--- src/rtl/core/prsf_pkg.sv ---
// Shared types and constants of the polygon row span fill block.
package prsf_pkg;

  localparam int WIDTH_W    = 13;
  localparam int HEIGHT_W   = 11;
  localparam int SPAN_W     = 12;
  localparam int CFG_IDX_W  = 1;
  localparam int CFG_DATA_W = 13;
  localparam int EPOCH_W    = 4;

  localparam logic [WIDTH_W-1:0]  WIDTH_RESET  = 13'd640;
  localparam logic [HEIGHT_W-1:0] HEIGHT_RESET = 11'd480;

  localparam logic [CFG_IDX_W-1:0] CFG_IMAGE_WIDTH  = 1'b0;
  localparam logic [CFG_IDX_W-1:0] CFG_IMAGE_HEIGHT = 1'b1;

  typedef enum logic [1:0] {
    MODE_START = 2'd0,
    MODE_ADD   = 2'd1,
    MODE_CLOSE = 2'd2,
    MODE_QUERY = 2'd3
  } mode_e;

  typedef enum logic [3:0] {
    ST_CLR_INIT,
    ST_IDLE,
    ST_CLR_START,
    ST_MARK0,
    ST_DIV,
    ST_WALK,
    ST_QRD,
    ST_QEVAL,
    ST_RESP
  } ctrl_state_e;

  typedef struct packed {
    logic capture;
    logic clr_en;
    logic epoch_adv;
    logic epoch_init;
    logic mark_first;
    logic walk_step;
    logic query_rd;
    logic take_query;
    logic load_out;
  } ctrl_cmd_t;

  typedef struct packed {
    logic flat;
    logic div_done;
    logic walk_last;
    logic clr_last;
    logic epoch_full;
    logic out_full;
  } dp_status_t;

endpackage

--- src/rtl/core/prsf_ctrl.sv ---
// Controller state machine sequencing clears, edge walks, queries and responses.
module prsf_ctrl import prsf_pkg::*; (
  input  logic       clk_i,
  input  logic       rst_ni,
  input  logic       in_valid_i,
  input  mode_e      in_mode_i,
  output logic       in_ready_o,
  input  dp_status_t status_i,
  output ctrl_cmd_t  cmd_o
);

  ctrl_state_e state_q, state_d;

  always_ff @(posedge clk_i or negedge rst_ni) begin
    if (!rst_ni) begin
      state_q <= ST_CLR_INIT;
    end else begin
      state_q <= state_d;
    end
  end

  always_comb begin
    state_d = state_q;
    case (state_q)
      ST_CLR_INIT: begin
        if (status_i.clr_last) state_d = ST_IDLE;
      end
      ST_IDLE: begin
        if (in_valid_i) begin
          case (in_mode_i)
            MODE_START: state_d = status_i.epoch_full ? ST_CLR_START : ST_RESP;
            MODE_ADD:   state_d = ST_MARK0;
            MODE_CLOSE: state_d = ST_MARK0;
            MODE_QUERY: state_d = ST_QRD;
            default:    state_d = ST_IDLE;
          endcase
        end
      end
      ST_CLR_START: begin
        if (status_i.clr_last) state_d = ST_RESP;
      end
      ST_MARK0: state_d = status_i.flat ? ST_RESP : ST_DIV;
      ST_DIV: begin
        if (status_i.div_done) state_d = ST_WALK;
      end
      ST_WALK: begin
        if (status_i.walk_last) state_d = ST_RESP;
      end
      ST_QRD:   state_d = ST_QEVAL;
      ST_QEVAL: state_d = ST_RESP;
      ST_RESP: begin
        if (!status_i.out_full) state_d = ST_IDLE;
      end
      default: state_d = ST_CLR_INIT;
    endcase
  end

  always_comb begin
    cmd_o      = '0;
    in_ready_o = 1'b0;
    case (state_q)
      ST_CLR_INIT, ST_CLR_START: begin
        cmd_o.clr_en     = 1'b1;
        cmd_o.epoch_init = status_i.clr_last;
      end
      ST_IDLE: begin
        in_ready_o      = 1'b1;
        cmd_o.capture   = in_valid_i;
        cmd_o.epoch_adv = in_valid_i && (in_mode_i == MODE_START) && !status_i.epoch_full;
      end
      ST_MARK0: cmd_o.mark_first = 1'b1;
      ST_WALK:  cmd_o.walk_step  = !status_i.walk_last;
      ST_QRD:   cmd_o.query_rd   = 1'b1;
      ST_QEVAL: cmd_o.take_query = 1'b1;
      ST_RESP:  cmd_o.load_out   = !status_i.out_full;
      default: ;
    endcase
  end

  a_walk_after_div: assert property (@(posedge clk_i) disable iff (!rst_ni)
    (state_q == ST_WALK && $past(state_q) != ST_WALK) |-> $past(status_i.div_done))
    else $error("edge walk began without a slope result");

endmodule

--- config.mk ---
export PLATFORM = sky130hd
export DESIGN_NAME = prsf_ctrl
export DESIGN_NICKNAME = d
export VERILOG_FILES = /design/src/rtl/core/prsf_pkg.sv /design/src/rtl/core/prsf_ctrl.sv
export SDC_FILE = /design/constraint.sdc
export NUM_CORES = 1
export LEC_CHECK = 0
export ABC_AREA = 1
export BUFFER_PORTS_ARGS = -buffer_cell sky130_fd_sc_hd__buf_2
export CORE_AREA = 2 2 39 41
export CTS_CLUSTER_SIZE = 12
export DETAILED_ROUTE_END_ITERATION = 10
export DIE_AREA = 0 0 41 43
export GPL_TIMING_DRIVEN = 0
export PLACE_DENSITY = 0.7
export RECOVER_POWER = 50
export SLEW_MARGIN = 20
export SYNTH_ARGS = -nofsm -noshare
export SYNTH_HDL_FRONTEND = slang
export SYNTH_SLANG_ARGS = --single-unit
--- constraint.sdc ---
create_clock -name clk_i -period 1.3 [get_ports clk_i]
set_input_delay 0.26 -clock clk_i [delete_from_list [all_inputs] [get_ports clk_i]]
set_output_delay 0.26 -clock clk_i [all_outputs]
set_load 0.02 [all_outputs]
== Word-level counts from Yosys, hierarchy flattened ==
Cells that the tools add are included.
W data, S select, Z words.
Cells by class
  add/subtract/negate cells: 0
  multiply operators: 0
  divide/modulo/power cells: 0
  $lt $le $gt $ge: 0
  equal/unequal tests: 17
  shifts and indexed selects: 0
  muxes and demuxes: 20
  bitwise logic cells: 0
  reduce and logical (&&, ||, !) cells: 10
Operator list (number)
  $pmux W4 S9: 1
  $mux W4: 8
  $eq A4 B3 Y1 const B: 4
  $ne A2 B2 Y1 const B: 6
  $pmux W4 S3: 1
  $mux W1: 10
  $eq A4 B2 Y1 const B: 2
  $reduce_and A6 Y1: 1
  $eq A2 B2 Y1 const B: 2
  $eq A4 B1 Y1 const B: 1
  $eq A4 B4 Y1 const B: 1
  $logic_not A4 Y1: 1
  $reduce_or A2 Y1: 2
  $logic_not A1 Y1: 3
  $eq A2 B1 Y1 const B: 1
  $logic_and A1 B1 Y1: 2
  $logic_not A2 Y1: 1
Word-level totals
  register bits after elaboration: 4
  latch bits: 0
  bits in writable memories: 0
  bits in read-only memories: 0
  input bits: 11
  output and inout bits: 10
  memories kept: 0

== Logic depth before layout (Yosys ltp) ==
  word-level depth: 5
  depth in mapped cells: 8

== Worst setup path before layout ==
No wires, ideal clock.
  path kind: register to output
  from: register state_q[0]
  to: output cmd_o[0] in the netlist's numbering
  arrival time: 1.162 ns
  required time: 1.040 ns
  setup slack: -0.122 ns
  stages on the path, launching flop included: 5
  path buffers: 1
  path through: dfrtp_1 -> buf_6 -> nor2_2 -> nand2_1 -> nor3_1
RTL lines
  from (decl): RTL line prsf_ctrl.sv:12  | ctrl_state_e state_q, state_d;
  from (signal assigned): RTL line prsf_ctrl.sv:18  | state_q <= state_d;
  to (decl): RTL line prsf_ctrl.sv:9  | output ctrl_cmd_t cmd_o

==> results.json <==
{
  "leakage_nw": 0.4489,
  "drive_above_1_share_pct": 59.09,
  "worst_pin_slew_ns": 0.2028,
  "synth.area.top_cells": "dfrtp_1 22%, nand3_1 13%, nand2_1 12%, inv_1 9.9%, ha_1 5.5%",
  "drv_slew": 0,
  "ant_nets": 0,
  "finalSetupViolations": 11,
  "grt_pass1_wl_microns": 2076,
  "grt.overflow.total": 0,
  "skew_ns": 0.007206,
  "setup-tns-final_ns": -1.571,
  "hold_class": "input port to register",
  "grt_pass1_vias": 552,
  "h-tree-depth": 1,
  "netlist_instances": 71,
  "io_pins": 21,
  "synth_top_area_share_pct": 22.10,
  "p_int_mw": 0.8341,
  "setup_ws_ns": -0.1955,
  "die-width_microns": 41,
  "nets": 125,
  "power_density_nw_per_um2": 1947,
  "hold_viol": 0,
  "grt_max_degree": 8,
  "utilization_pct": 59.76,
  "slowest_delay_ns": 0.47,
  "busiest_layer": "met2",
  "io_buffers": 20,
  "synth_edf_count": 0,
  "initial_core_util_pct": 32.73,
  "grtUsageMet1_pct": 19.67,
  "drv_cap": 0,
  "crit_buf_inv": 2,
  "seqPwrFrac_pct": 14.6,
  "rows": 14,
  "gp_congestion": 0.8879,
  "area_growth_pct": 82.60,
  "end_kind": "output port",
  "slew_headroom_pct": 86.48,
  "synth_fp_nets": 84,
  "syn_avg_cell_area_sq_um": 6.379,
  "cts_tree": "done",
  "power.total_mw": 1.611,
  "cts-root-buf": "clkbuf_4",
  "die-area_sq_um": 1763,
  "ys_ff_latch": 4,
  "drc_errors": 0,
  "cts_buffers": 3,
  "period_needed_ns": 1.496,
  "hpwl_microns": 836.3,
  "path_class": "register to output port",
  "coreArea_sq_um": 1384,
  "synth_area_sq_um": 452.9,
  "antenna_found_initial": 0,
  "largest_register": "state_q",
  "die_h_microns": 43,
  "clockPowerShare_pct": 9.4,
  "netSwitchingFraction_pct": 48.21,
  "max_freq_ghz": 0.6687,
  "grtUsageTotal_pct": 16.67,
  "crit_required_ns": 1.04,
  "power_switching_mw": 0.7766,
  "synth_warnings": 0,
  "use_met3_pct": 1.571,
  "num_vias": 627,
  "clock_latency_ns": 0.24,
  "first_pass_iters": 4,
  "vias_per_cell": 4.976,
  "drt_iter0_markers": 39,
  "clk_pin_slew_worst_paths_ns": 0.04,
  "wl_microns": 1414,
  "crit_slowest_cell": "dfrtp_2",
  "fin_crit_sh_pct": 115.0,
  "largest_reg_flops": 4,
  "critical-path-top-delay-family": "flip-flops",
  "grt_setup_unrepaired": "true",
  "cp_cell_sequence": "inv_2 -> nand2_2 -> nor2_4 -> nand2_2 -> nor2_4 -> buf_6",
  "grtUsageMet2_pct": 29.06,
  "crit_fanout": 5,
  "synth_top_cell_by_area": "dfrtp_1",
  "irDropWorstVdd_mv": 1.039,
  "synth_common_cells": "14 x nand2_1, 12 x inv_1, 12 x nand3_1",
  "diodes": 0,
  "yosys.cell_types.count": 18,
  "yosysSeqAreaShare_pct": 22.10,
  "wl_per_cell_microns": 11.22,
  "yosys_most_used_dff": "dfrtp_1",
  "start_kind": "register",
  "crit_arrival_ns": 1.24,
  "violations": "negative setup slack",
  "synth-async-reset-ratio_pct": 100.0,
  "reg_top3": "state_q x4",
  "cts.sinks": 4,
  "power_frac_comb_pct": 76.0,
  "status": "finished, violations left",
  "synth_most_common_cell": "nand2_1",
  "cts.path.max_buffers": 2
}
metrics by stage:
step	worst slack, ns	instance area, sq um	hold slack [ns]	instances
finish	-0.1955	827.0	0.3558	126
global route	-0.2510	827.0	0.3658	126
CTS	-0.1881	787.0	0.3295	123
detailed placement	-0.07860	593.1	0.06622	107
global placement	-0.05916	593.1	0.06575	107
floorplan	-0.01236	473.0	-0.03559	71
timing repair:
item	4_1_cts	5_1_grt
pin swaps	7	4
endpoints found under the hold margin	4	0
hold buffers	1	0
buffers inserted	12	3
gates resized for setup	25	5
endpoints found under the setup margin	10	14
final timing paths:
check / cells past startpoint / end / slack, ns / from
worst min-delay path: 4 / state_q[1]$_DFFE_PN0P_ / 0.36 / status_i[2]
min in group asynchronous: 2 / state_q[2]$_DFFE_PN0P_ / 0.38 / rst_ni
worst max-delay path: 6 / cmd_o[6] / -0.20 / state_q[1]$_DFFE_PN0P_
max in group asynchronous: 2 / state_q[3]$_DFFE_PN0P_ / 0.73 / rst_ni
worst min register to register: 4 / state_q[1]$_DFFE_PN0P_ / 0.74 / state_q[0]$_DFFE_PN0P_
worst max register to register: 9 / state_q[3]$_DFFE_PN0P_ / -0.09 / state_q[1]$_DFFE_PN0P_
final cells by class:
cell class,instances,area [sq um]
fill,121,556.8
buffer,1,11.26
inverter,15,56.30
timing repair buffer,36,266.5
tap,16,20.02
sequential,4,102.6
clock buffer,3,22.52
multi-input combinational,51,347.8
power groups by stage:
stage | Sequential (mW) | Clock [mW] | Combinational, mW
detailed placement | 0.223 | 0 | 0.797
global placement | 0.222 | 0 | 0.793
global route | 0.240 | 0.157 | 1.31
CTS | 0.230 | 0.154 | 1.12
finish | 0.236 | 0.151 | 1.22
floorplan | 0.212 | 0 | 0.627
worst register-to-register path: stages (launching register included):
cell and delay [ns]:
dfrtp_2 0.47, inv_2 0.08, nand2_2 0.05, nor2_4 0.11, nand2_2 0.08, buf_4 0.14, buf_4 0.12, nand3_1 0.08
nand3_1 0.10, nand2_1 0.08
layer usage:
layer	wire length [microns]	up-vias
met3	116	6
met5	0	-
met2	715	37
met1	544	280
met4	37	0
li1	-	304
logic make-up after synthesis:
group	after synthesis	share of synthesized area [%]
adder cells (fa/ha/maj)	2	5.524
AO/OA/AOI/OAI	2	2.486
AND/OR/NAND/NOR	47	54.97
buffers and inverters	16	14.92
flip-flops	4	22.10
layout by cell type, fill, tap and decap left out, types with 2 or more instances in the layout:
| cell type | instances |
|---|---|
| buf_4 | 18 |
| nand3_1 | 11 |
| nand2_1 | 10 |
| buf_2 | 10 |
| inv_1 | 9 |
| nor2_4 | 7 |
| buf_6 | 7 |
| inv_2 | 6 |
| nand2_2 | 5 |
| nor2_1 | 4 |
| clkbuf_4 | 3 |
| nand3_2 | 2 |
| nand2_4 | 2 |
| nor3_2 | 2 |
| ha_1 | 2 |
| dfrtp_1 | 2 |
| dfrtp_2 | 2 |
Power figures use the tool's default switching activity.
